File: src/hw/rtl/tsbc_ram.sv
`default_nettype none

module tsbc_ram #(
	parameter int WIDTH = 8,
	parameter int DEPTH = 256
) (
	input  wire logic                     clk,
	input  wire logic                     we,
	input  wire logic [$clog2(DEPTH)-1:0] addr,
	input  wire logic [WIDTH-1:0]         wdata,
	output logic      [WIDTH-1:0]         rdata
);

	logic [WIDTH-1:0] mem_q [DEPTH];

	always_ff @(posedge clk) begin
		if (we) begin
			mem_q[addr] <= wdata;
		end
		rdata <= mem_q[addr];
	end

endmodule

`default_nettype wire

File: config.mk
export PLATFORM = sky130hd
export DESIGN_NAME = tsbc_ram
export DESIGN_NICKNAME = d
export VERILOG_FILES = /design/src/hw/rtl/tsbc_ram.sv
export SDC_FILE = /design/constraint.sdc
export NUM_CORES = 2
export LEC_CHECK = 0
export BUFFER_PORTS_ARGS = -buffer_cell sky130_fd_sc_hd__buf_2
export CORE_UTILIZATION = 37
export DETAILED_ROUTE_END_ITERATION = 16
export GPL_ROUTABILITY_DRIVEN = 0
export GPL_TIMING_DRIVEN = 0
export PLACE_DENSITY_LB_ADDON = 0.2
export SYNTH_ARGS = -nofsm -noshare
export SYNTH_HDL_FRONTEND = slang
export SYNTH_SLANG_ARGS = --single-unit
export TNS_END_PERCENT = 30
File: constraint.sdc
create_clock -name clk -period 3 [get_ports clk]
set_input_delay 0.3 -clock clk [delete_from_list [all_inputs] [get_ports clk]]
set_output_delay 0.3 -clock clk [all_outputs]
set_load 0.01 [all_outputs]
* After elaboration in Yosys (flattened, before gate mapping)
Memory sizes are Yosys's and may differ from the RTL's. A register that Yosys moved wholly into a read port is not among the register bits. Index checks and enable logic that the tools add are counted.
Storage, ports and cells: register bits 0, bits in latches 0, memory bits (writable) 2048, ROM bits 0, output and inout port bits 8, word-level logic and storage cells 3, memories kept 1
Operators by class: $add $sub $neg 0, $mul 0, divide/modulo/power cells 0, $lt $le $gt $ge 0, equality and inequality tests 0, shift operators 0, mux-type cells 2, bitwise logic cells 0, reduce and logical (&&, ||, !) cells 0
Memory list:
- mem_q | words 256, bits a word 8, read ports 1, clocked after Yosys merged registers in 1, wr ports 1, RTL line 14 | logic [WIDTH-1:0] mem_q [DEPTH];
Operators with widths (count):
- $mux 1 | 2

* Longest topological paths before layout
depth after elaboration 2, depth in mapped cells 10, gate-level depth less buffers 5

* Worst setup path after synthesis
No wires, ideal clock.
path kind input -> register, from in addr[1], to mem mem_q[111][0], enable pin, library setup time 0.370 ns, data arrival time 2.149 ns, required time 2.630 ns, path slack 0.481 ns, cell stages on the path 9, path buffers 5, cells stage by stage buf_2 > clkbuf_1 > clkbuf_1 > nand2_1 > buf_2 > nor2_1 > nand2_1 > clkbuf_1 > nor2_1
RTL lines:
- start: declaration | RTL line 9 | input wire logic [$clog2(DEPTH)-1:0] addr,
- end: declaration | RTL line 14
No word-level cell before the write port.

==> results.sh <==
export IMPL_slowest_delay_ps=750
export IMPL_vias=38100
export IMPL_drv_cap=0
export IMPL_die_w_um=463
export IMPL_path_clk_slew_ps=60
export IMPL_io_pins=26
export IMPL_cts_root_buf="clkbuf_16"
export IMPL_synth_nets=3565
export IMPL_finalHoldViolations=9
export IMPL_area_growth_pct=15.3
export IMPL_fillerInstances=18200
export IMPL_path_cells="buf_2 > clkbuf_2 > buf_1 > mux4_2 > a22oi_1 > a21oi_1 > o41ai_1 > nand4_1"
export IMPL_synth_area_per_cell_um2=22.1
export IMPL_post_route_period_util=1.08
export IMPL_holdCritPathClass="input port to flop"
export IMPL_yosys_warnings=0
export IMPL_core_um2=210000
export IMPL_irDropWorstVdd_mv=0.645
export IMPL_arrival_ps=3820
export IMPL_design_die_area_um2=214000
export IMPL_setup_slack_ps=-232
export IMPL_r2r_end="rdata[5]$_DFF_P_"
export IMPL_setup_viol=108
export IMPL_grt_pass1_vias=38700
export IMPL_dieHeight_um=463
export IMPL_crit_path_end_kind="flop"
export IMPL_rsz0062_at_grt="true"
export IMPL_violations="negative hold slack, negative setup slack"
export IMPL_critical_path_top_delay_family="buffers and inverters"
export IMPL_cts_tree="built"
export IMPL_synth_seq_area_share=0.786
export IMPL_fmax_ghz=0.309
export IMPL_path_class="input port to flop"
export IMPL_tightest_slew_ps=1300
export IMPL_finalCriticalPeriod_ps=3230
export IMPL_drt_iter0_drc=4234
export IMPL_holdPathEnd="mem_q[63][6]$_DFFE_PP_"
export IMPL_status="complete, but fails checks"
export IMPL_synth_cell_area_um2=78500
export IMPL_pre_cts_ws_ps=-2650
export IMPL_grt_use_total=0.206
export IMPL_dp_hpwl_um=146000
export IMPL_port_buffers=21
export IMPL_critPathBufInv=3
export IMPL_drtPass1Iterations=5
export IMPL_cts_sink_count=2056
export IMPL_power_density_nw_per_um2=669
export IMPL_wl_um=222000
export IMPL_clk_path_buf_depth=3
export IMPL_drv_slew=0
export IMPL_finish_utilization=0.431
export IMPL_fin_worst_skew_ps=39.7
export IMPL_whs_path_depth=1
export IMPL_drt_wirelength_per_cell_um=32.7
export IMPL_grt_ovfl_total=0
export IMPL_required_ps=3580
export IMPL_layout_common_cells="edfxtp_1, mux4_2, a22oi_1, clkbuf_16, clkbuf_1"
export IMPL_dpl_instance_area_um2=82700
export IMPL_finalInstanceArea_um2=90500
export IMPL_numCtsBuffers=208
export IMPL_remaining_drc_errors=0
export IMPL_ant_nets=0
export IMPL_drive_gt1_frac=0.294
export IMPL_rows=168
export IMPL_h_tree_depth=4
export IMPL_start_kind="input port"
export IMPL_post_cts_buffers=0
export IMPL_rrSetupSlack_ps=0
export IMPL_timing_hold_ws_ps=-22.8
export IMPL_ff2ff_path_depth=5
export IMPL_viasPerCell=5.61
export IMPL_grt_start_max_net_pins=145
export IMPL_ys_types=22
export IMPL_critPathMaxFanout=10
export IMPL_cp_slowest_cell="buf_1"
export IMPL_final_common_cell="edfxtp_1"
export IMPL_syn_inst=3547
export IMPL_grt_antenna_before_repair=13
export IMPL_hp_start="wdata[6]"
export IMPL_relSlewSlack=0.130
export IMPL_grt_pass1_wl_um=308000
export IMPL_start_util=0.373
export IMPL_clk_insertion_delay_late_ps=850
export IMPL_ys_ff_latch=2056
export IMPL_r2r_start="mem_q[238][5]$_DFFE_PP_"
export IMPL_leakagePower_uw=0.0270
export IMPL_nets=3825
## worst reg2reg max path: stages, from the launching register on
cell and delay, ps:
edfxtp_1 370, mux4_2 480, a22oi_1 560, a21oi_1 270, o41ai_1 610, nand4_1 460
## synth_stat cells
| master | count | share of area |
|---|---|---|
| nand3_1 | 13 | 0.00083 |
| mux4_2 | 512 | 0.15 |
| nand4_1 | 8 | 0.00064 |
| nor3_1 | 30 | 0.0019 |
| or2_2 | 2 | 0.00016 |
| buf_1 | 19 | 0.00091 |
| o41ai_1 | 32 | 0.0036 |
| edfxtp_1 | 2048 | 0.78 |
| a22oi_1 | 256 | 0.024 |
| nand2_1 | 28 | 0.0013 |
| dfxtp_1 | 8 | 0.0020 |
| and2_1 | 3 | 0.00024 |
| nor2_1 | 232 | 0.011 |
| clkbuf_1 | 145 | 0.0069 |
| nor2b_1 | 7 | 0.00056 |
| buf_4 | 16 | 0.0015 |
| a21oi_1 | 128 | 0.0082 |
| nand2b_1 | 6 | 0.00048 |
| buf_2 | 36 | 0.0023 |
| buf_6 | 16 | 0.0023 |
| inv_1 | 1 | 0.000048 |
| or3_1 | 1 | 0.000080 |
## final cells by class
class / count / area (um^2) / area share
timing repair buffer: 50 / 681 / 0.00752
inverter: 1 / 3.75 / 0.0000415
tap: 2805 / 3510 / 0.0388
antenna: 7 / 17.5 / 0.000194
buffer: 232 / 1260 / 0.0140
multi-input combinational: 1258 / 16600 / 0.184
clock inverter: 128 / 1290 / 0.0143
sequential: 2056 / 61700 / 0.681
clock buffer: 252 / 5450 / 0.0602
## worst max path at each step
stage	startpoint	endpoint	slack, ps	depth (start not counted)
after global placement	addr[3]	mem_q[191][3]$_DFFE_PP_	-3000	8
after CTS	addr[1]	rdata[6]$_DFF_P_	-40	8
final	addr[1]	rdata[4]$_DFF_P_	-230	8
after floorplan	addr[1]	mem_q[111][0]$_DFFE_PP_	480	9
after global routing	addr[1]	rdata[4]$_DFF_P_	-100	8
after detailed placement	addr[3]	mem_q[191][3]$_DFFE_PP_	-2650	8
## power by group
part           switching (uW)  leakage (uW)  internal [uW]  total, uW
sequential               16.3        0.0185          31700      31700
combinational            2090       0.00528            961       3050
clock                   11100       0.00328          14700      25800
## repair_timing
item,4_1_cts,5_1_grt
hold buffers,6,0
setup endpoints to repair,1850,360
gates resized for setup,293,39
pin swaps,2,0
endpoints found under the hold margin,238,0
## stage by stage
step                setup TNS [ps]  instances  power (uW)  hold WS (ps)
finish                       -2310       6789       60500         -22.8
floorplan                        0       3547       33700           399
global route                  -611       6785       62100          6.03
detailed placement        -3762480       6393       35300           702
CTS                          -46.1       6779       60900          12.9
global placement          -7803790       6373       35300           706
## cell families after synthesis
family | synth area share
AOI/OAI and AO/OA | 0.0362
muxes | 0.147
DFF | 0.786
and+or+nand+nor | 0.0173
buffers and inverters | 0.0140
## metal layers
metal,vias up,part of all wire,global-route usage
met3,377,0.078,0.0494
met5,-,0.000095,0
met4,4,0.035,0.0725
li1,15700,-,-
met1,20600,0.41,0.281
met2,1445,0.47,0.323
## registers in the layout, summed over array words and instances (netlist names)
register / count
mem_q: 2048
rdata: 8
No activity file was read; power rests on OpenSTA's default activity.
