==> config.mk <==
export PLATFORM = sky130hd
export DESIGN_NAME = tsbc_modu
export DESIGN_NICKNAME = d
export VERILOG_FILES = /design/src/hw/rtl/tsbc_modu.sv
export SDC_FILE = /design/constraint.sdc
export NUM_CORES = 1
export LEC_CHECK = 0
export ABC_AREA = 1
export BUFFER_PORTS_ARGS = -buffer_cell sky130_fd_sc_hd__buf_2
export CORE_AREA = 3 3 40 42
export CTS_CLUSTER_DIAMETER = 60
export CTS_CLUSTER_SIZE = 25
export DETAILED_ROUTE_END_ITERATION = 8
export DIE_AREA = 0 0 43 45
export PLACE_DENSITY = 0.7
export SYNTH_ARGS = -nofsm -noshare
export SYNTH_HDL_FRONTEND = slang
export SYNTH_SLANG_ARGS = --single-unit
export TNS_END_PERCENT = 1
==> constraint.sdc <==
create_clock -name clk -period 1 [get_ports clk]
set_clock_uncertainty 0.15 [all_clocks]
set_input_delay 0.05 -clock clk [delete_from_list [all_inputs] [get_ports clk]]
set_output_delay 0.05 -clock clk [all_outputs]
set_load 0.01 [all_outputs]
==> src/hw/rtl/tsbc_modu.sv <==
`default_nettype none

// Remainder of a 32-bit value by a fixed modulus. Power of two: registered low bits,
// no busy. Otherwise restoring remainder, one bit per cycle.
module tsbc_modu #(
	parameter int MOD = 256
) (
	input  wire logic                   clk,
	input  wire logic                   arst_n,
	input  wire logic                   start,
	input  wire logic [31:0]            value,
	output logic                        busy,
	output logic      [$clog2(MOD)-1:0] result
);

	localparam int MA = $clog2(MOD);
	localparam int VW = 32;
	localparam int CW = $clog2(VW);

	generate
		if ((MOD & (MOD - 1)) == 0) begin : g_pow2
			logic [MA-1:0] res_q;

			always_ff @(posedge clk or negedge arst_n) begin
				if (!arst_n) begin
					res_q <= '0;
				end else if (start) begin
					res_q <= value[MA-1:0];
				end
			end

			assign busy   = 1'b0;
			assign result = res_q;
		end else begin : g_serial
			localparam logic [MA:0] MODV = (MA+1)'(MOD);

			logic          busy_q;
			logic [CW-1:0] cnt_q;
			logic [VW-1:0] val_q;
			logic [MA-1:0] rem_q;
			logic [MA:0]   trial;
			logic [MA:0]   rem_nx;

			always_comb begin
				trial  = {rem_q, val_q[VW-1]};
				rem_nx = (trial >= MODV) ? (trial - MODV) : trial;
			end

			always_ff @(posedge clk or negedge arst_n) begin
				if (!arst_n) begin
					busy_q <= 1'b0;
					cnt_q  <= '0;
					val_q  <= '0;
					rem_q  <= '0;
				end else if (start) begin
					busy_q <= 1'b1;
					cnt_q  <= '0;
					val_q  <= value;
					rem_q  <= '0;
				end else if (busy_q) begin
					val_q <= {val_q[VW-2:0], 1'b0};
					rem_q <= rem_nx[MA-1:0];
					cnt_q <= cnt_q + CW'(1);
					if (cnt_q == CW'(VW - 1)) begin
						busy_q <= 1'b0;
					end
				end
			end

			assign busy   = busy_q;
			assign result = rem_q;
		end
	endgenerate

endmodule

`default_nettype wire

== After elaboration in Yosys (flattened, before gate mapping) ==
Index checks and enable logic that the tools add are counted.
W data, S select, Z words.

* Flip-flop bits (word level): 8
* Input bits: 35
* Output and inout bits: 9
* Word-level logic and storage cells: 1

== Logic depth before layout (Yosys ltp) ==
Gate-level depths: netlist (run 1).

* Word-level depth: 0
* Mapped depth: 4
* Depth with buffers taken out: 3

== Least setup slack after synthesis (run 1) ==
Ideal clock, no wire load.

* Path kind: register to register
* Start: reg result[0] (netlist name)
* End: reg g_pow2.res_q[0], in the netlist result[0]
* Data required time: 0.733 ns
* Path slack: 0.235 ns
* Stages on the path, launching flop included: 3
* Arrival time: 0.499 ns
* Cell sequence: dfrtp_1 nand2_1 nand2_1

{| class="wikitable"
|+ RTL lines
! what !! RTL line !! text
|-
| end signal, assigned || 28 || <nowiki>res_q <= value[MA-1:0];</nowiki>
|-
| end, declared || 22 || <nowiki>logic [MA-1:0] res_q;</nowiki>
|}

== Worst setup path in the final report (run 1) ==
* Start: reg g_pow2.res_q[6], in the netlist result[6]
* End: out result[6]

{| class="wikitable"
|+ RTL lines
! what !! RTL line !! text
|-
| end, declared || 13 || <nowiki>output logic [$clog2(MOD)-1:0] result</nowiki>
|}

No word-level cell between the ends.

==> reports/results.tsv, run 1 <==
stage	metric	value	unit
sta	max_clock_freq	1050	MHz
grt	grt_max_degree	10	
grt	grt_pass1_vias	270	
clock_tree	postCtsSetupBuffers	0	
synthesis	synth_compound_area_frac	0	
grt	grt_pass1_wl	1000	um
clock_tree	cts_tree	built	
drt	via_count	301	
floorplan	die_area	1940	um^2
final_layout	fill_cells	134	
synthesis	avgSynthCellArea	8.79	um^2
placement	dpl_cell_area	407	um^2
pwr	p_leak	0.305	nW
synthesis	yosys.area.top_type	dfrtp_1	
synthesis	synthAdderAreaFrac	0	
drt	wire_per_inst	8.46	um
final_layout	layout-drive-gt1-share	0.338	
sta	setup_viol	0	
synthesis	synthSimpleGateAreaFrac	0.285	
placement	port_buffers	18	
worst_setup_path	crit_type	reg2out	
worst_setup_path	cp_max_fo	2	
synthesis	yosys.cell_types.count	6	
grt	grt_use_total	0.0767	
outcome	status	finished, final reports clean	
synthesis	syn_area	317	um^2
floorplan	chipHeight	45	um
synthesis	seq_area_frac_synth	0.632	
sta	fin_crit_sh	0.955	
worst_setup_path	arrival	0.76	ns
grt	antenna_found_initial	0	
synthesis	synth_top_family_by_area	simple AND/OR/NAND/NOR gates	
floorplan	start_util	0.246	
hold_path	holdCritPathClass	in2async	
clock_tree	numCtsBuffers	3	
clock_tree	clockRootBuffer	clkbuf_4	
pwr	ir_worst_vdd	577	uV
floorplan	std_cell_rows	13	
job	maxCapViolations	0	
synthesis	ys_ff_latch	8	
worst_setup_path	crit_slowest_cell	dfrtp_1	
worst_setup_path	crit_buf_inv	1	
drt	antenna_left	0	
drt	routed_via_density	3.76	
placement	place_congestion	0.614	
final_layout	area_growth	68.8	%
drt	drc	0	
drt	drtIter0Drc	3	
synthesis	syn_nets	71	
floorplan	core	1280	um^2
final_layout	antenna_cells	0	
sta	slew_violations	0	
worst_setup_path	cp_top_family	flip-flops	
sta	hold_viol	0	
worst_setup_path	cp-start-kind	flop	
final_layout	largest_register_ffs	8	
synthesis	synth-xor-area-share	0	
sta	holdWs	0.0175	ns
sta	min_period	0.955	ns
worst_setup_path	crit_chain	buf_2	
worst_setup_path	cp-end-kind	primary output	
pwr	powerDensity	1390	nW/um^2
clock_tree	clk_path_buf_depth	2	
clock_tree	clk_latency	0.25	ns
clock_tree	htreeDepth	1	
clock_tree	cts.sinks	8	
sta	rsz0062_at_grt	false	
worst_setup_path	reg2reg_slack	0.26	ns
floorplan	die_x	43	um
synthesis	yosys_warnings	0	
clock_tree	path_clk_slew	0.05	ns
grt	grt_overflow	0	
floorplan	io_pins	44	
synthesis	synth_mux_area_frac	0	
worst_setup_path	cp_data_required_time	0.80	ns
final_layout	nNetsFinal	102	
worst_setup_path	critical_path.max_stage_delay	0.37	ns
synthesis	netlist_top_cells_area	dfrtp_1, nand2_1, buf_6	
drt	wl	677	um
synthesis	syn_inst	36	
synthesis	synth_top_area_share	0.632	
final_layout	fin_area	534	um^2
sta	tns	0	ns
drt	first_pass_iters	4	
[Yosys cell counts]
cell type and instances:
inv_2 1, nand2_1 24, buf_6 1, dfrtp_1 8, conb_1 1, buf_4 1
[where the power goes]
group	total [mW]	leakage, nW	internal, mW	switching, mW
Sequential	0.365	0.0974	0.353	0.0125
Combinational	0.138	0.193	0.0731	0.0651
Clock	0.237	0.0138	0.137	0.0999
Total	0.740	0.305	0.563	0.177
[kinds of logic (layout without fill, tap and decap cells)]
group | after synthesis | in the layout
AND/OR/NAND/NOR | 24 | 24
flip-flops | 8 | 8
other | 1 | 1
buffers and inverters | 3 | 32
[placed cells by master (no fill, tap or decap)]
cell type and instances:
dlygate4sd3_1 10, nand2_1 24, dfrtp_1 8, conb_1 1, inv_4 1, buf_4 1
clkbuf_4 3, buf_2 17
[per-layer routing]
metal | vias to the layer above | wire [um] | track usage
li1 | 164 | - | -
met5 | - | 0 | 0
met1 | 125 | 276 | 0.0698
met2 | 12 | 335 | 0.123
met4 | 0 | 0 | 0.0904
met3 | 0 | 65 | 0.0279
[final cells by class]
class | instances | area (um^2) | share of cell area
clock buffers | 3 | 22.5 | 0.0422
inverters | 1 | 6.26 | 0.0117
multi-input cells | 25 | 93.8 | 0.176
flip-flops and latches | 8 | 200 | 0.375
well taps | 15 | 18.8 | 0.0351
repair buffers | 28 | 193 | 0.361
[what timing repair did]
item	CTS	global route
endpoints found under the hold margin	16	0
hold buffers	10	0
setup endpoints to repair	0	8
resized for setup	0	3
[final timing paths]
| path | cells past startpoint | endpoint | from |
|---|---|---|---|
| max | 1 | result[6] | result[6]$_DFFE_PN0P_ |
| min | 2 | result[1]$_DFFE_PN0P_ | arst_n |
| max reg2reg | 2 | result[2]$_DFFE_PN0P_ | result[2]$_DFFE_PN0P_ |
| min reg2reg | 2 | result[3]$_DFFE_PN0P_ | result[3]$_DFFE_PN0P_ |
| max in group asynchronous | 2 | result[4]$_DFFE_PN0P_ | arst_n |
| min in group clk | 2 | result[3]$_DFFE_PN0P_ | result[3]$_DFFE_PN0P_ |
[per-stage QoR]
step | util | worst slack, ns | cells | total power [mW]
floorplan | - | 0.235 | 36 | 0.427
global placement | 0.316 | 0.276 | 67 | 0.477
detailed placement | 0.316 | 0.263 | 67 | 0.480
CTS | 0.412 | 0.0140 | 80 | 0.761
global route | 0.416 | 0.0105 | 80 | 0.789
finish | 0.416 | 0.0449 | 80 | 0.740
Power figures use the tool's default switching activity.
==> inputs of run 2 (changes only) <==
Settings changed: ABC_AREA 1 to default, PLACE_DENSITY 0.7 to 0.72.
Clock period 1 ns to 1.05 ns, I/O delays scaled along.
==> run 2 against run 1 <==
Net effect: clock-buffer cell count stayed put; worst hold slack gained 0.0068 ns; synthesized cell count decreased by 47%; critical path depth is 2 higher; sequential share of layout area shrank 0.77 points; global-route usage rose by 1.4 points; core utilization up 0.88 points; final cell count fell by 23%; register-to-register slack worse by 0.12 ns; sequential cell count unchanged; clock power down 6%; worst setup slack better by 0.023 ns; largest cell class unchanged; largest power group unchanged.
==> reports/results.tsv, run 2 <==
stage	metric	value	unit
synthesis	yosys.cell_types.count	5	
floorplan	die_area	1940	um^2
outcome	status	finished, final reports clean	
grt	busiest_layer	met2	
clock_tree	numCtsBuffers	3	
synthesis	netlist_top_cells_area	dfrtp_1, mux2_4, buf_6	
worst_setup_path	crit_type	in2reg	
synthesis	yosys.area.top_type	dfrtp_1	
drt	drtIter0Drc	0	
clock_tree	hold_buffers	9	
pwr	powerDensity	1350	nW/um^2
sta	max_clock_freq	1020	MHz
worst_setup_path	cp_max_fo	1	
grt	grt_util_met1	0.113	
final_layout	final_common_cell	buf_2	
clock_tree	clockRootBuffer	clkbuf_4	
synthesis	syn_area	343	um^2
grt	grt_overflow	0	
clock_tree	ctsResizeCount	0	
pwr	p_comb_frac	0.217	
clock_tree	postCtsSetupBuffers	0	
pwr	p_leak	0.285	nW
pwr	clockPowerShare	0.301	
worst_setup_path	cp-end-kind	flop	
synthesis	synth_top_area_share	0.584	
worst_setup_path	cp_data_required_time	1.03	ns
worst_setup_path	arrival	0.96	ns
drt	via_count	250	
drt	first_pass_iters	1	
synthesis	syn_nets	54	
sta	tns	0	ns
final_layout	layout-drive-gt1-share	0.617	
sta	hold_viol	0	
sta	fin_crit_sh	0.936	
placement	port_buffers	18	
pwr	pwr-share-seq	0.482	
drt	antenna_left	0	
floorplan	die_x	43	um
grt	grt_use_total	0.0902	
clock_tree	cts.sinks	8	
synthesis	avgSynthCellArea	18.0	um^2
synthesis	ys_ff_latch	8	
sta	rsz0062_at_grt	false	
drt	wire_per_inst	11.3	um
clock_tree	clk_path_buf_depth	2	
pwr	power_switching	0.166	mW
drt	drc	0	
sta	min_period	0.982	ns
pwr	p_sw_frac	0.225	
drt	routed_via_density	4.03	
placement	place_congestion	0.585	
synthesis	synth_ff_type	dfrtp_1	
synthesis	synth-edff-count	0	
synthesis	syn_inst	19	
grt	grt_pass1_vias	258	
final_layout	largest_register_ffs	8	
grt	grt_use_met2	0.123	
worst_setup_path	cp-start-kind	primary input	
grt	antenna_found_initial	0	
sta	setup_viol	0	
synthesis	yosys_warnings	0	
synthesis	synth_common_cells	dfrtp_1, mux2_4, buf_4, buf_6, conb_1	
clock_tree	cts_tree	built	
floorplan	start_util	0.267	
job	maxCapViolations	0	
pwr	ir_worst_vdd	506	uV
grt	grt_pass1_wl	1150	um
pwr	total_power	0.736	mW
synthesis	ys_async_sr_fraction	1.00	
clock_tree	path_clk_slew	0.05	ns
floorplan	std_cell_rows	13	
final_layout	area_growth	59.1	%
grt	gr-usage-met3	0.0359	
grt	grt_max_degree	9	
final_layout	most-common-layout-cells	buf_2, dlygate4sd3_1, mux2_4, dfrtp_1, clkbuf_4	
floorplan	io_pins	44	
final_layout	nNetsFinal	84	
synthesis	seq_area_frac_synth	0.584	
final_layout	antenna_cells	0	
floorplan	chipHeight	45	um
sta	slew_violations	0	
pwr	p_int	0.570	mW
drt	wl	699	um
clock_tree	htreeDepth	1	
hold_path	holdCritPathClass	in2async	
floorplan	core	1280	um^2
clock_tree	clk_latency	0.24	ns
==> run 2: cell count changes after synthesis <==
cell / previous run / this run
mux2_4: 0 / 8
nand2_1: 24 / 0
inv_2: 1 / 0
==> run 2: cell families after synthesis <==
family                 share of synthesized area
buffers and inverters                     0.0548
DFF                                        0.584
other                                     0.0109
muxes                                      0.350
==> run 2: path summary, 6_finish.rpt <==
path                                  startpoint               endpoint  slack (ns)  cells past startpoint
min in group clk                           start  result[6]$_DFFE_PN0P_        0.10                      2
max in group asynchronous                 arst_n  result[7]$_DFFE_PN0P_        0.57                      2
setup / recovery                        value[5]  result[5]$_DFFE_PN0P_        0.07                      3
hold / removal                            arst_n  result[2]$_DFFE_PN0P_        0.02                      2
hold reg to reg            result[2]$_DFFE_PN0P_  result[2]$_DFFE_PN0P_        0.35                      1
setup reg to reg           result[1]$_DFFE_PN0P_  result[1]$_DFFE_PN0P_        0.14                      1
==> run 2: per-stage QoR <==
stage           util  setup WS, ns  hold slack [ns]  cell area, um^2  cells
2_1_floorplan      -         0.121           -0.393              343     19
6_report       0.425        0.0677           0.0243              546     62
3_5_place_dp   0.337         0.126           -0.246              433     50
5_1_grt        0.425        0.0367           0.0435              546     62
4_1_cts        0.425        0.0738           0.0239              546     62
3_3_place_gp   0.337         0.144           -0.249              433     50
==> run 2: cell type report <==
cell class / instances / area [um^2]
timing repair buffer: 27 / 180
multi-input combinational: 9 / 124
fill: 121 / 739
tap: 15 / 18.8
clock buffer: 3 / 22.5
sequential: 8 / 200
==> run 2: power groups by stage <==
stage	logic [mW]	clock network, mW	registers [mW]
after floorplan	0.0649	0	0.376
after global placement	0.134	0	0.358
after detailed placement	0.137	0	0.360
after CTS	0.163	0.238	0.355
after global routing	0.174	0.252	0.360
final	0.160	0.222	0.355
==> run 2: per-layer routing <==
metal | vias up | share of wire
met4 | 0 | 0.021
li1 | 118 | -
met5 | - | 0
met3 | 2 | 0.11
met1 | 114 | 0.41
met2 | 16 | 0.45
==> run 2: worst max-delay path: stages <==
cell,delay (ns)
dlygate4sd3_1,0.54
buf_2,0.12
mux2_4,0.25
==> inputs of run 3 (changes only) <==
--- a/constraint.sdc
+++ b/constraint.sdc
@@ -3,3 +3,3 @@
 set_input_delay 0.0525 -clock clk [delete_from_list [all_inputs] [get_ports clk]]
 set_output_delay 0.0525 -clock clk [all_outputs]
-set_load 0.01 [all_outputs]
+set_load 0.05 [all_outputs]
==> run 3 against run 2 <==
Net effect: clock power barely moved; highest routed layer is now met3; clock-buffer cell count did not move; critical path depth fell by 2.
==> reports/results.tsv, run 3 (synthesis results as in run 2) <==
stage	metric	value	unit
worst_setup_path	arrival	0.81	ns
pwr	power_switching	0.278	mW
final_layout	most-common-layout-cells	buf_2, dlygate4sd3_1, mux2_4, buf_6, dfrtp_2	
final_layout	final_cells	62	
clock_tree	path_clk_slew	0.05	ns
final_layout	nNetsFinal	84	
sta	setup_viol	0	
worst_setup_path	crit_type	reg2out	
worst_setup_path	cp_top_family	flip-flops	
hold_path	holdCritPathClass	in2async	
drt	drtIter0Drc	0	
final_layout	antenna_cells	0	
drt	via_count	239	
placement	place_congestion	0.641	
sta	tns	0	ns
floorplan	die_area	1940	um^2
floorplan	die_x	43	um
outcome	status	finished, final reports clean	
grt	grt_overflow	0	
placement	dp_slack	0.124	ns
pwr	p_leak	0.294	nW
drt	wire_per_inst	11.6	um
worst_setup_path	worstRegToRegCells	1	
clock_tree	cts.sinks	8	
pwr	p_comb_frac	0.337	
pwr	clockPowerShare	0.250	
final_layout	utilization	0.471	
worst_setup_path	cp-start-kind	flop	
grt	antenna_found_initial	0	
drt	drc	0	
placement	port_buffers	18	
floorplan	io_pins	44	
sta	slew_violations	0	
worst_setup_path	worst_r2r_endpoint	result[6]$_DFFE_PN0P_	
grt	grt_pass1_wl	1090	um
drt	routed_via_density	3.85	
drt	first_pass_iters	1	
clock_tree	numCtsBuffers	3	
sta	fin_ws	0.0345	ns
sta	hold_viol	0	
clock_tree	clk_path_buf_depth	2	
worst_setup_path	reg2reg_slack	0.11	ns
worst_setup_path	cp_data_required_time	0.85	ns
sta	min_period	1.02	ns
final_layout	fin_area	606	um^2
pwr	p_int	0.615	mW
pwr	ir_worst_vdd	369	uV
grt	grt_use_total	0.0842	
worst_setup_path	cp_max_fo	2	
floorplan	start_util	0.267	
clock_tree	postCtsSetupBuffers	0	
sta	fin_crit_sh	0.967	
floorplan	std_cell_rows	13	
sta	rsz0062_at_grt	false	
final_layout	layout-drive-gt1-share	0.787	
worst_setup_path	cp-end-kind	primary output	
final_layout	area_growth	76.6	%
floorplan	chipHeight	45	um
grt	grt_max_degree	9	
job	maxCapViolations	0	
worst_setup_path	rr_startpoint	result[6]$_DFFE_PN0P_	
drt	antenna_left	0	
pwr	p_sw_frac	0.311	
clock_tree	clockRootBuffer	clkbuf_4	
sta	max_clock_freq	985	MHz
grt	grt_pass1_vias	248	
final_layout	fill_cells	119	
clock_tree	htreeDepth	1	
pwr	pwr-share-seq	0.413	
clock_tree	cts_tree	built	
worst_setup_path	crit_chain	buf_6	
pwr	powerDensity	1470	nW/um^2
worst_setup_path	crit_buf_inv	1	
worst_setup_path	crit_slowest_cell	dfrtp_2	
worst_setup_path	critical_path.max_stage_delay	0.41	ns
drt	wl	721	um
floorplan	core	1280	um^2
final_layout	final_common_cell	buf_2	
placement	dpl_cell_area	443	um^2
final_layout	largest_register_ffs	8	
placement	place_inst	50	
clock_tree	clk_latency	0.24	ns
[run 3: timing repair]
item | CTS | global route
endpoints found under the setup margin | 8 | 7
gates resized for setup | 9 | 7
endpoints found under the hold margin | 16 | 0
cloned | 0 | 0
hold buffers | 9 | 0
[run 3: worst max path at each step]
stage                                     start                    end  slack (ns)  cells after the start
after floorplan           result[0]$_DFFE_PN0P_  result[0]$_DFFE_PN0P_      -0.009                      1
after global placement    result[3]$_DFFE_PN0P_  result[3]$_DFFE_PN0P_        0.13                      1
after detailed placement  result[6]$_DFFE_PN0P_  result[6]$_DFFE_PN0P_        0.12                      1
after global routing      result[3]$_DFFE_PN0P_              result[3]       0.008                      1
final                     result[6]$_DFFE_PN0P_              result[6]        0.03                      1
after CTS                 result[5]$_DFFE_PN0P_              result[5]       0.001                      1
[run 3: cell type report]
cell class / count / area (um^2) / share of cell area
Sequential cell: 8 / 210 / 0.347
Clock buffer: 3 / 22.5 / 0.0372
Timing Repair Buffer: 27 / 230 / 0.380
Tap cell: 15 / 18.8 / 0.0310
Multi-Input combinational cell: 9 / 124 / 0.205
[run 3: metal layers]
layer | routed length (um) | up-vias | track usage
li1 | - | 117 | -
met1 | 298 | 114 | 0.102
met2 | 390 | 8 | 0.123
met3 | 32 | 0 | 0
met4 | 0 | 0 | 0.108
met5 | 0 | - | 0
[run 3: power groups by stage]
stage,clock (mW),sequential [mW],combinational [mW]
6_report,0.223,0.369,0.301
5_1_grt,0.245,0.374,0.314
4_1_cts,0.235,0.364,0.285
3_5_place_dp,0,0.366,0.238
3_3_place_gp,0,0.365,0.236
2_1_floorplan,0,0.478,0.0712
[run 3: stage by stage]
stage / power [mW] / hold slack, ns
6_report: 0.893 / 0.0155
5_1_grt: 0.932 / 0.0255
4_1_cts: 0.884 / 0.0278
3_5_place_dp: 0.604 / -0.253
3_3_place_gp: 0.601 / -0.250
2_1_floorplan: 0.549 / -0.393
