===== config.mk =====
export PLATFORM = sky130hd
export DESIGN_NAME = tsbc_useq
export DESIGN_NICKNAME = d
export VERILOG_FILES = /design/src/hw/rtl/tsbc_pkg.sv /design/src/hw/rtl/tsbc_useq.sv
export SDC_FILE = /design/constraint.sdc
export NUM_CORES = 1
export LEC_CHECK = 0
export ABC_AREA = 1
export BUFFER_PORTS_ARGS = -buffer_cell sky130_fd_sc_hd__clkbuf_2
export CAP_MARGIN = 20
export CORE_UTILIZATION = 54
export CTS_BUF_LIST = sky130_fd_sc_hd__clkbuf_4
export DETAILED_ROUTE_END_ITERATION = 12
export GPL_TIMING_DRIVEN = 1
export PLACE_DENSITY = 0.89
export SKIP_LAST_GASP = 1
export SLEW_MARGIN = 20
export SYNTH_ARGS = -nofsm -noshare
export SYNTH_HDL_FRONTEND = slang
export SYNTH_SLANG_ARGS = --single-unit
export TNS_END_PERCENT = 10

===== constraint.sdc =====
create_clock -name clk -period 4.13 [get_ports clk]
set_clock_uncertainty 0.05 [all_clocks]
set_input_delay 0.826 -clock clk [delete_from_list [all_inputs] [get_ports clk]]
set_output_delay 0.826 -clock clk [all_outputs]
set_load 0.05 [all_outputs]

===== src/hw/rtl/tsbc_pkg.sv =====
`default_nettype none

package tsbc_pkg;

	// Opcodes and syscall numbers
	localparam logic [7:0] OPC_SYSCALL = 8'h00;
	localparam logic [7:0] OPC_PUSH    = 8'h03;
	localparam logic [7:0] OPC_ADD     = 8'h0C;
	localparam logic [7:0] SYS_WRITE   = 8'h00;
	localparam logic [7:0] SYS_EXIT    = 8'h01;

	localparam logic CMD_LOAD = 1'b0;

	typedef enum logic [2:0] {
		ST_OK          = 3'd0,
		ST_BAD_OPCODE  = 3'd1,
		ST_BAD_SYSCALL = 3'd2,
		ST_UNDERFLOW   = 3'd3,
		ST_OVERFLOW    = 3'd4
	} status_t;

	// Microprogram addresses
	typedef enum logic [4:0] {
		U_CLR, U_IDLE, U_DISP, U_EXEC,
		U_PUSH_A, U_PUSH_B, U_PUSH_C, U_PUSH_D, U_PUSH_E,
		U_OVF, U_UNDER, U_BADOP,
		U_ADD0, U_ADD1, U_ADD2,
		U_SYS0, U_BADSYS,
		U_WR0, U_WR1, U_WR2, U_WR3,
		U_EXIT0,
		U_EMIT0, U_EMIT1,
		U_LOAD0, U_LOAD1, U_LOAD2,
		U_FIN
	} uaddr_t;

	typedef enum logic [1:0] {J_NEXT, J_GOTO, J_WAIT, J_DISP} jump_t;
	typedef enum logic [1:0] {C_NO_XFER, C_MOD_BUSY, C_OUT_BUSY, C_CLR_MORE} cond_t;
	typedef enum logic [1:0] {D_CMD, D_OP, D_SYS} disp_t;
	typedef enum logic [1:0] {PA_IA, PA_WP, PA_LOAD, PA_CLR} pm_addr_t;
	typedef enum logic [1:0] {SA_PUSH, SA_TOP, SA_TOP1, SA_TOP2} stk_addr_t;
	typedef enum logic [2:0] {DP_HOLD, DP_INC, DP_DEC1, DP_DEC2, DP_DEC3} dep_op_t;
	typedef enum logic [1:0] {IA_HOLD, IA_ADV1, IA_ADV5} ia_op_t;

	typedef enum logic [3:0] {
		ACT_NONE, ACT_BEGIN, ACT_SHIFT, ACT_TAKE_A, ACT_SUM, ACT_SETLEN,
		ACT_MOD_LOAD, ACT_MOD_PTR, ACT_SETWP, ACT_SETEXIT, ACT_EMIT_ADV,
		ACT_OBYTE, ACT_CLRINC, ACT_DELIVER
	} act_t;

	typedef struct packed {
		jump_t     jt;
		cond_t     cond;
		disp_t     dsel;
		uaddr_t    target;
		pm_addr_t  pa;
		logic [2:0] ia_off;
		logic      pm_we;
		stk_addr_t sa;
		logic      sk_we;
		dep_op_t   dep;
		ia_op_t    ia;
		logic      st_we;
		status_t   st;
		act_t      act;
		logic      accept;
	} ctrl_t;

	// Datapath conditions seen by the sequencer
	typedef struct packed {
		logic       in_xfer;
		logic       mod_busy;
		logic       out_busy;
		logic       clr_more;
		logic       cmd_load;
		logic       stopped;
		logic       wrem_nz;
		logic [7:0] op_code;
		logic [7:0] sys_num;
		logic       dep_full;
		logic       dep_lt1;
		logic       dep_lt2;
		logic       dep_lt3;
	} seq_flags_t;

	function automatic ctrl_t ucode_rom(input uaddr_t ua);
		ctrl_t w;
		w.jt     = J_NEXT;
		w.cond   = C_NO_XFER;
		w.dsel   = D_CMD;
		w.target = U_IDLE;
		w.pa     = PA_IA;
		w.ia_off = 3'd0;
		w.pm_we  = 1'b0;
		w.sa     = SA_TOP;
		w.sk_we  = 1'b0;
		w.dep    = DP_HOLD;
		w.ia     = IA_HOLD;
		w.st_we  = 1'b0;
		w.st     = ST_OK;
		w.act    = ACT_NONE;
		w.accept = 1'b0;
		case (ua)
			U_CLR: begin
				w.pa = PA_CLR; w.pm_we = 1'b1; w.act = ACT_CLRINC;
				w.jt = J_WAIT; w.cond = C_CLR_MORE; w.target = U_IDLE;
			end
			U_IDLE: begin
				w.accept = 1'b1;
				w.jt = J_WAIT; w.cond = C_NO_XFER; w.target = U_DISP;
			end
			U_DISP: begin
				w.pa = PA_IA; w.ia_off = 3'd0; w.act = ACT_BEGIN;
				w.st_we = 1'b1; w.st = ST_OK;
				w.jt = J_DISP; w.dsel = D_CMD;
			end
			U_EXEC: begin
				w.pa = PA_IA; w.ia_off = 3'd1; w.sa = SA_TOP;
				w.jt = J_DISP; w.dsel = D_OP;
			end
			U_PUSH_A: begin
				w.act = ACT_SHIFT; w.ia_off = 3'd2;
			end
			U_PUSH_B: begin
				w.act = ACT_SHIFT; w.ia_off = 3'd3;
			end
			U_PUSH_C: begin
				w.act = ACT_SHIFT; w.ia_off = 3'd4;
			end
			U_PUSH_D: begin
				w.act = ACT_SHIFT;
			end
			U_PUSH_E: begin
				w.sa = SA_PUSH; w.sk_we = 1'b1; w.dep = DP_INC; w.ia = IA_ADV5;
				w.jt = J_GOTO; w.target = U_FIN;
			end
			U_OVF: begin
				w.st_we = 1'b1; w.st = ST_OVERFLOW; w.ia = IA_ADV5;
				w.jt = J_GOTO; w.target = U_FIN;
			end
			U_UNDER: begin
				w.st_we = 1'b1; w.st = ST_UNDERFLOW; w.ia = IA_ADV1;
				w.jt = J_GOTO; w.target = U_FIN;
			end
			U_BADOP: begin
				w.st_we = 1'b1; w.st = ST_BAD_OPCODE; w.ia = IA_ADV1;
				w.jt = J_GOTO; w.target = U_FIN;
			end
			U_ADD0: begin
				w.act = ACT_TAKE_A; w.sa = SA_TOP1;
			end
			U_ADD1: begin
				w.act = ACT_SUM;
			end
			U_ADD2: begin
				w.sa = SA_TOP1; w.sk_we = 1'b1; w.dep = DP_DEC1; w.ia = IA_ADV1;
				w.jt = J_GOTO; w.target = U_FIN;
			end
			U_SYS0: begin
				w.sa = SA_TOP1;
				w.jt = J_DISP; w.dsel = D_SYS;
			end
			U_BADSYS: begin
				w.dep = DP_DEC1; w.st_we = 1'b1; w.st = ST_BAD_SYSCALL; w.ia = IA_ADV1;
				w.jt = J_GOTO; w.target = U_FIN;
			end
			U_WR0: begin
				w.act = ACT_SETLEN; w.sa = SA_TOP2;
			end
			U_WR1: begin
				w.act = ACT_MOD_PTR; w.dep = DP_DEC3;
			end
			U_WR2: begin
				w.jt = J_WAIT; w.cond = C_MOD_BUSY; w.target = U_WR3;
			end
			U_WR3: begin
				w.act = ACT_SETWP; w.ia = IA_ADV1;
				w.jt = J_GOTO; w.target = U_FIN;
			end
			U_EXIT0: begin
				w.act = ACT_SETEXIT; w.dep = DP_DEC2;
				w.jt = J_GOTO; w.target = U_FIN;
			end
			U_EMIT0: begin
				w.pa = PA_WP; w.act = ACT_EMIT_ADV;
			end
			U_EMIT1: begin
				w.act = ACT_OBYTE;
				w.jt = J_GOTO; w.target = U_FIN;
			end
			U_LOAD0: begin
				w.act = ACT_MOD_LOAD;
			end
			U_LOAD1: begin
				w.jt = J_WAIT; w.cond = C_MOD_BUSY; w.target = U_LOAD2;
			end
			U_LOAD2: begin
				w.pa = PA_LOAD; w.pm_we = 1'b1;
				w.jt = J_GOTO; w.target = U_FIN;
			end
			U_FIN: begin
				w.act = ACT_DELIVER;
				w.jt = J_WAIT; w.cond = C_OUT_BUSY; w.target = U_IDLE;
			end
			default: begin
				w.jt = J_GOTO; w.target = U_IDLE;
			end
		endcase
		return w;
	endfunction

endpackage

`default_nettype wire


===== src/hw/rtl/tsbc_useq.sv =====
`default_nettype none

// Micro-sequencer: step counter, control ROM, wait/goto/dispatch branching.
module tsbc_useq import tsbc_pkg::*; (
	input  wire logic       clk,
	input  wire logic       arst_n,
	input  wire seq_flags_t flags,
	output ctrl_t           ctrl
);

	uaddr_t upc_q;
	uaddr_t upc_nx;
	uaddr_t disp_tgt;
	logic   cond_hit;

	assign ctrl = ucode_rom(upc_q);

	always_comb begin
		case (ctrl.cond)
			C_NO_XFER:  cond_hit = !flags.in_xfer;
			C_MOD_BUSY: cond_hit = flags.mod_busy;
			C_OUT_BUSY: cond_hit = flags.out_busy;
			C_CLR_MORE: cond_hit = flags.clr_more;
			default:    cond_hit = 1'b0;
		endcase
	end

	always_comb begin
		case (ctrl.dsel)
			D_CMD: begin
				if (flags.cmd_load)     disp_tgt = U_LOAD0;
				else if (flags.stopped) disp_tgt = U_FIN;
				else if (flags.wrem_nz) disp_tgt = U_EMIT0;
				else                    disp_tgt = U_EXEC;
			end
			D_OP: begin
				case (flags.op_code)
					OPC_PUSH:    disp_tgt = flags.dep_full ? U_OVF : U_PUSH_A;
					OPC_ADD:     disp_tgt = flags.dep_lt2 ? U_UNDER : U_ADD0;
					OPC_SYSCALL: disp_tgt = flags.dep_lt1 ? U_UNDER : U_SYS0;
					default:     disp_tgt = U_BADOP;
				endcase
			end
			D_SYS: begin
				case (flags.sys_num)
					SYS_WRITE: disp_tgt = flags.dep_lt3 ? U_UNDER : U_WR0;
					SYS_EXIT:  disp_tgt = flags.dep_lt2 ? U_UNDER : U_EXIT0;
					default:   disp_tgt = U_BADSYS;
				endcase
			end
			default: disp_tgt = U_IDLE;
		endcase
	end

	always_comb begin
		case (ctrl.jt)
			J_NEXT:  upc_nx = uaddr_t'(upc_q + 5'd1);
			J_GOTO:  upc_nx = ctrl.target;
			J_WAIT:  upc_nx = cond_hit ? upc_q : ctrl.target;
			J_DISP:  upc_nx = disp_tgt;
			default: upc_nx = U_IDLE;
		endcase
	end

	always_ff @(posedge clk or negedge arst_n) begin
		if (!arst_n) begin
			upc_q <= U_CLR;
		end else begin
			upc_q <= upc_nx;
		end
	end

endmodule

`default_nettype wire


# Word level (Yosys, flattened, before mapping)
# Index checks and enable logic that the tools add are counted.
# op_classes
n_eq_ne	39
n_mux	28
n_reduce_logical	19
n_addsub	1
# op_table
cell	n
$eq 5x5->1 const B	12
$pmux 4 s13	1
$eq 5x4->1 const B	8
$pmux 5 s4	2
$mux 5	6
$pmux 2 s3	4
$pmux 3 s4	2
$eq 5x3->1 const B	4
$pmux 4 s5	1
$reduce_or 10->1	2
$logic_not 8->1	2
$pmux 5 s3	1
$pmux 4 s3	1
$eq 2x2->1 const B	5
$eq 5x2->1 const B	2
$pmux 5 s2	1
$reduce_or 2->1	5
$reduce_or 5->1	2
$eq 8x1->1 const B	1
$eq 8x2->1 const B	1
$eq 8x4->1 const B	1
$pmux 2 s2	2
$eq 2x1->1 const B	3
$logic_not 2->1	3
11 further kinds	15
# word_totals
in_bits	29
out_inout_bits	34
wordCells	88
ff_bits	5

# Longest topological paths before layout
# logic_depth
word_depth	7
ltp_mapped	16
mapped_depth_nobuf	16

# Worst setup path before layout
# Ideal clock, no wire load.
# synth_path
path_type	register to output
startpoint	register upc_q[0]
endpoint	output port ctrl[15] in the netlist's numbering
arrival_time_ps	2857
required_ps	3254
path_stages_with_launch	9
path_slack_ps	397
path_buffers	1
cell_sequence	dfrtp_1 > ha_1 > buf_2 > inv_1 > nor2_1 > ha_1 > nor2_1 > nand3_1 > o21ai_0
# synth_lines
item	line	rtl
from (decl)	tsbc_useq.sv:11	uaddr_t upc_q;
from (signal assigned)	tsbc_useq.sv:69	upc_q <= upc_nx;
to (decl)	tsbc_useq.sv:8	output ctrl_t ctrl

==> impl_results.html <==
<table>
<tr><th>Metric</th><th>Value</th></tr>
<tr><th colspan="2">Yosys</th></tr>
<tr><td>Compound-cell area share of the yosys netlist</td><td>7.03%</td></tr>
<tr><td>Area share of and/or/nand/nor cells after synthesis</td><td>between 60 and 70%</td></tr>
<tr><td>Adder-cell share of the synthesized area</td><td>5.08%</td></tr>
<tr><td>YS warnings</td><td>0</td></tr>
<tr><td>Mux share of post-synthesis cell area</td><td>0%</td></tr>
<tr><td>Async set-reset flop share out of synthesis</td><td>100%</td></tr>
<tr><td>Synth Area in XOR/XNOR</td><td>less than 1%</td></tr>
<tr><td>Dominant cells by area after synthesis</td><td>sky130_fd_sc_hd__nand2_1 19%, sky130_fd_sc_hd__inv_1 12%, sky130_fd_sc_hd__nor2_1 11%</td></tr>
<tr><td>Top_reg_cell synth</td><td>sky130_fd_sc_hd__dfrtp_1</td></tr>
<tr><td>Combinational family with the most area after synthesis</td><td>simple AND/OR/NAND/NOR gates</td></tr>
<tr><td>Flip-flop and latch count after synthesis</td><td>5</td></tr>
<tr><td>Biggest area consumer among synthesized cells</td><td>sky130_fd_sc_hd__nand2_1</td></tr>
<tr><td>Sequential area share after synthesis</td><td>under 10%</td></tr>
<tr><td>Cell area after technology mapping</td><td>1480 µm²</td></tr>
<tr><td>EDFF count, synth</td><td>0</td></tr>
<tr><td>Average size of a mapped cell</td><td>~5.5 µm²</td></tr>
<tr><td>Post-synth cell types</td><td>32</td></tr>
<tr><td>Post-synthesis net count</td><td>304</td></tr>
<tr><td>Post-synthesis instance total</td><td>between 200 and 300</td></tr>
<tr><td>Area share of the largest cell type after synthesis</td><td>a little under a fifth</td></tr>
<tr><th colspan="2">Place</th></tr>
<tr><td>Final RePlAce weighted congestion</td><td>~0.99</td></tr>
<tr><td>Post-detailed-placement cell area</td><td>approximately 1800 µm²</td></tr>
<tr><td>Detail Placement HPWL</td><td>approximately 3400 µm</td></tr>
<tr><td>Port bufs</td><td>62</td></tr>
<tr><th colspan="2">Clocking</th></tr>
<tr><td>Post-CTS setup buffer count</td><td>0</td></tr>
<tr><td>Number of buffers on the longest clock path</td><td>2</td></tr>
<tr><td>Clock latency of the later-clocked register in the worst-skew pair</td><td>roughly 0.25 ns</td></tr>
<tr><td>Clock-pin transition on the worst setup and hold timing paths</td><td>0.05 ns</td></tr>
<tr><td>Number of hold buffers added after CTS</td><td>0</td></tr>
<tr><td>TritonCTS clock tree</td><td>yes</td></tr>
<tr><td>Resized cells post-CTS</td><td>0</td></tr>
<tr><td>Clock Sinks</td><td>5</td></tr>
<tr><td>Clk Tree Root Cell</td><td>sky130_fd_sc_hd__clkbuf_4</td></tr>
<tr><td>CTS H-tree depth</td><td>1</td></tr>
<tr><td>TritonCTS Buffers</td><td>3</td></tr>
<tr><th colspan="2">Critical path</th></tr>
<tr><td>Type of the worst setup path</td><td>flop to primary output</td></tr>
<tr><td>Worst Reg-to-Reg Cells</td><td>15</td></tr>
<tr><td>Critical path capture point type</td><td>primary output</td></tr>
<tr><td>Worst reg2reg startpoint</td><td>upc_q[0]$_DFFE_PN0P_</td></tr>
<tr><td>Worst Path Arrival</td><td>roughly 2.3 ns</td></tr>
<tr><td>Startpoint Class</td><td>flop</td></tr>
<tr><td>Required time reported for the critical path endpoint</td><td>roughly 3.3 ns</td></tr>
<tr><td>Maximum fanout encountered on the critical timing path</td><td>8</td></tr>
<tr><td>Startpoint of the worst setup timing path</td><td>upc_q[0]$_DFFE_PN0P_</td></tr>
<tr><th colspan="2">STA</th></tr>
<tr><td>Endpoints failing hold</td><td>0</td></tr>
<tr><td>Timing-limited maximum frequency</td><td>316 MHz</td></tr>
<tr><td>RSZ-0062 raised after global routing</td><td>no</td></tr>
<tr><td>Fin. max-slew vios</td><td>0</td></tr>
<tr><td>Final-report setup violation count</td><td>0</td></tr>
<tr><td>Headroom to the max-slew limit</td><td>between 60% and 70%</td></tr>
<tr><td>Slew at the pin with the worst max-slew slack</td><td>roughly 0.5 ns</td></tr>
<tr><td>Period Utilization, post-route</td><td>around three quarters</td></tr>
<tr><td>Setup TNS</td><td>0 ns</td></tr>
<tr><td>Min Tclk post-route</td><td>between 3 and 4 ns</td></tr>
<tr><th colspan="2">Drt</th></tr>
<tr><td>Total number of vias</td><td>1872</td></tr>
<tr><td>WL final</td><td>~4000 µm</td></tr>
<tr><td>Mean routed wirelength per cell</td><td>~11 µm</td></tr>
<tr><td>DRC violation count after routing</td><td>0</td></tr>
<tr><td>Post-DRT Antenna Nets</td><td>0</td></tr>
<tr><td>Vias per inst</td><td>about 5.2</td></tr>
<tr><td>Drt initial violations</td><td>92</td></tr>
<tr><td>TritonRoute pass-1 iters</td><td>4</td></tr>
<tr><th colspan="2">Run</th></tr>
<tr><td>Count of maximum capacitance violations</td><td>0</td></tr>
<tr><th colspan="2">Layout</th></tr>
<tr><td>Area growth from synthesis to final layout</td><td>23.3%</td></tr>
<tr><td>Post-Layout Inst Area</td><td>between 1500 and 2000 µm²</td></tr>
<tr><td>Share of layout cells above drive strength 1</td><td>between 30% and 40%</td></tr>
<tr><td>Top reg by flops</td><td>upc_q</td></tr>
<tr><td>Number of nets in the layout</td><td>between 300 and 400</td></tr>
<tr><td>ANT cells</td><td>0</td></tr>
<tr><td>Leading registers by flop count</td><td>upc_q: 5 flops</td></tr>
<tr><td>Flip-flop count of the largest register, all copies and words added</td><td>5</td></tr>
<tr><td>Post-Route Utilization</td><td>72.2%</td></tr>
<tr><th colspan="2">Floorplan</th></tr>
<tr><td>Io pins</td><td>63</td></tr>
<tr><td>DIE AREA</td><td>2950 µm²</td></tr>
<tr><td>Area of the core</td><td>~2500 µm²</td></tr>
<tr><td>Die Wd</td><td>approximately 54 µm</td></tr>
<tr><td>Floorplan row count</td><td>18</td></tr>
<tr><td>Initial standard-cell utilization of the core</td><td>about three fifths</td></tr>
<tr><td>Height of the die</td><td>roughly 54 µm</td></tr>
<tr><th colspan="2">Run status</th></tr>
<tr><td>Run status</td><td>completed</td></tr>
<tr><th colspan="2">GRT</th></tr>
<tr><td>Initial antenna violation count</td><td>0</td></tr>
<tr><td>Via count of the first global-routing pass</td><td>roughly 1600</td></tr>
<tr><td>Wire length of the first global-routing pass</td><td>about 6400 µm</td></tr>
<tr><td>Global-route usage over all layers</td><td>around 29%</td></tr>
<tr><td>Maximum number of pins on one net before global-route repair</td><td>13</td></tr>
<tr><td>Sum of overflow across all layers after global routing</td><td>0</td></tr>
<tr><th colspan="2">Min path</th></tr>
<tr><td>Hold/Removal Path Class</td><td>primary input to asynchronous set/reset pin</td></tr>
</table>
## worst max-delay path: stages, from the launching register on
cell	delay (ns)
sky130_fd_sc_hd__dfrtp_1	0.41
sky130_fd_sc_hd__ha_1	0.37
sky130_fd_sc_hd__inv_1	0.08
sky130_fd_sc_hd__nor2_1	0.12
sky130_fd_sc_hd__ha_1	0.26
sky130_fd_sc_hd__inv_1	0.06
sky130_fd_sc_hd__nand2_1	0.11
sky130_fd_sc_hd__inv_2	0.06
sky130_fd_sc_hd__nand2_2	0.16
sky130_fd_sc_hd__nor2_1	0.09
sky130_fd_sc_hd__inv_1	0.06
sky130_fd_sc_hd__clkbuf_2	0.26
## cells by family (layout without fill, tap and decap cells)
group                      after synthesis  in the layout
and+or+nand+nor                        183            183
buffers and inverters                   57            118
AOI/OAI and AO/OA                       17             17
adders and majority gates                6              6
DFF                                      5              5
xor gates and xnor gates                 1              1
## per-stage QoR
| step | std cells | setup slack, ns | hold WS, ns |
|---|---|---|---|
| 6_report | 360 | 0.968 | 0.335 |
| 5_1_grt | 360 | 0.737 | 0.341 |
| 4_1_cts | 360 | 0.983 | 0.332 |
| 3_5_place_dp | 356 | 1.27 | 0.500 |
| 3_3_place_gp | 356 | 1.33 | 0.492 |
| 2_1_floorplan | 269 | 0.397 | 0.465 |
## final timing paths
check                                            end  slack [ns]
worst max-delay path                        ctrl[32]        0.97
worst min-delay path            upc_q[4]$_DFFE_PN0P_        0.34
worst max register to register  upc_q[4]$_DFFE_PN0P_        1.43
worst min register to register  upc_q[1]$_DFFE_PN0P_        0.52
max in group asynchronous       upc_q[3]$_DFFE_PN0P_        3.54
min in group clk                upc_q[1]$_DFFE_PN0P_        0.52
## layout by cell type, fill, tap and decap left out, types with 2 or more instances in the layout
cell / n
sky130_fd_sc_hd__nand2_1: 75
sky130_fd_sc_hd__clkbuf_2: 62
sky130_fd_sc_hd__inv_1: 46
sky130_fd_sc_hd__nor2_1: 44
sky130_fd_sc_hd__nand3_1: 18
sky130_fd_sc_hd__nand4_1: 8
sky130_fd_sc_hd__nand3_2: 6
sky130_fd_sc_hd__nand2_4: 6
sky130_fd_sc_hd__nor3_1: 6
sky130_fd_sc_hd__o21ai_0: 6
sky130_fd_sc_hd__ha_1: 6
sky130_fd_sc_hd__nor2_4: 5
sky130_fd_sc_hd__nand2_2: 5
sky130_fd_sc_hd__a21oi_1: 5
sky130_fd_sc_hd__dfrtp_1: 5
sky130_fd_sc_hd__inv_2: 4
sky130_fd_sc_hd__nor2_2: 4
sky130_fd_sc_hd__clkbuf_4: 3
sky130_fd_sc_hd__inv_4: 2
sky130_fd_sc_hd__nand3b_1: 2
## synthesized netlist by cell type (all sizes together), types with 2 or more instances
cell type  instances
nand2             86
nand4              9
nand3b             2
ha                 6
inv               52
nand3             25
dfrtp              5
nor3               7
a21oi              5
nor2              54
buf                4
o21ai              7
## area by class of cell
type | count | area (µm²)
multi-input cells | 207 | 1120
fillers | 253 | 702
repair buffers | 62 | 310
inverters | 52 | 200
flip-flops and latches | 5 | 125
well taps | 30 | 37.5
clock buffers | 3 | 22.5
clock inverters | 1 | 5.00
## metal layers
layer | global-route usage [%] | vias to the layer above | share of wire (%)
met2 | 50.8 | 75 | 47
met1 | 37.0 | 822 | 46
met5 | 0 | - | 0
met3 | 2.78 | 11 | 5.2
li1 | - | 964 | -
met4 | 6.84 | 0 | 1.5
Power is left out: the tool's default activity adds up to more than one toggle a clock period on the data nets, which glitch-free logic cannot reach.
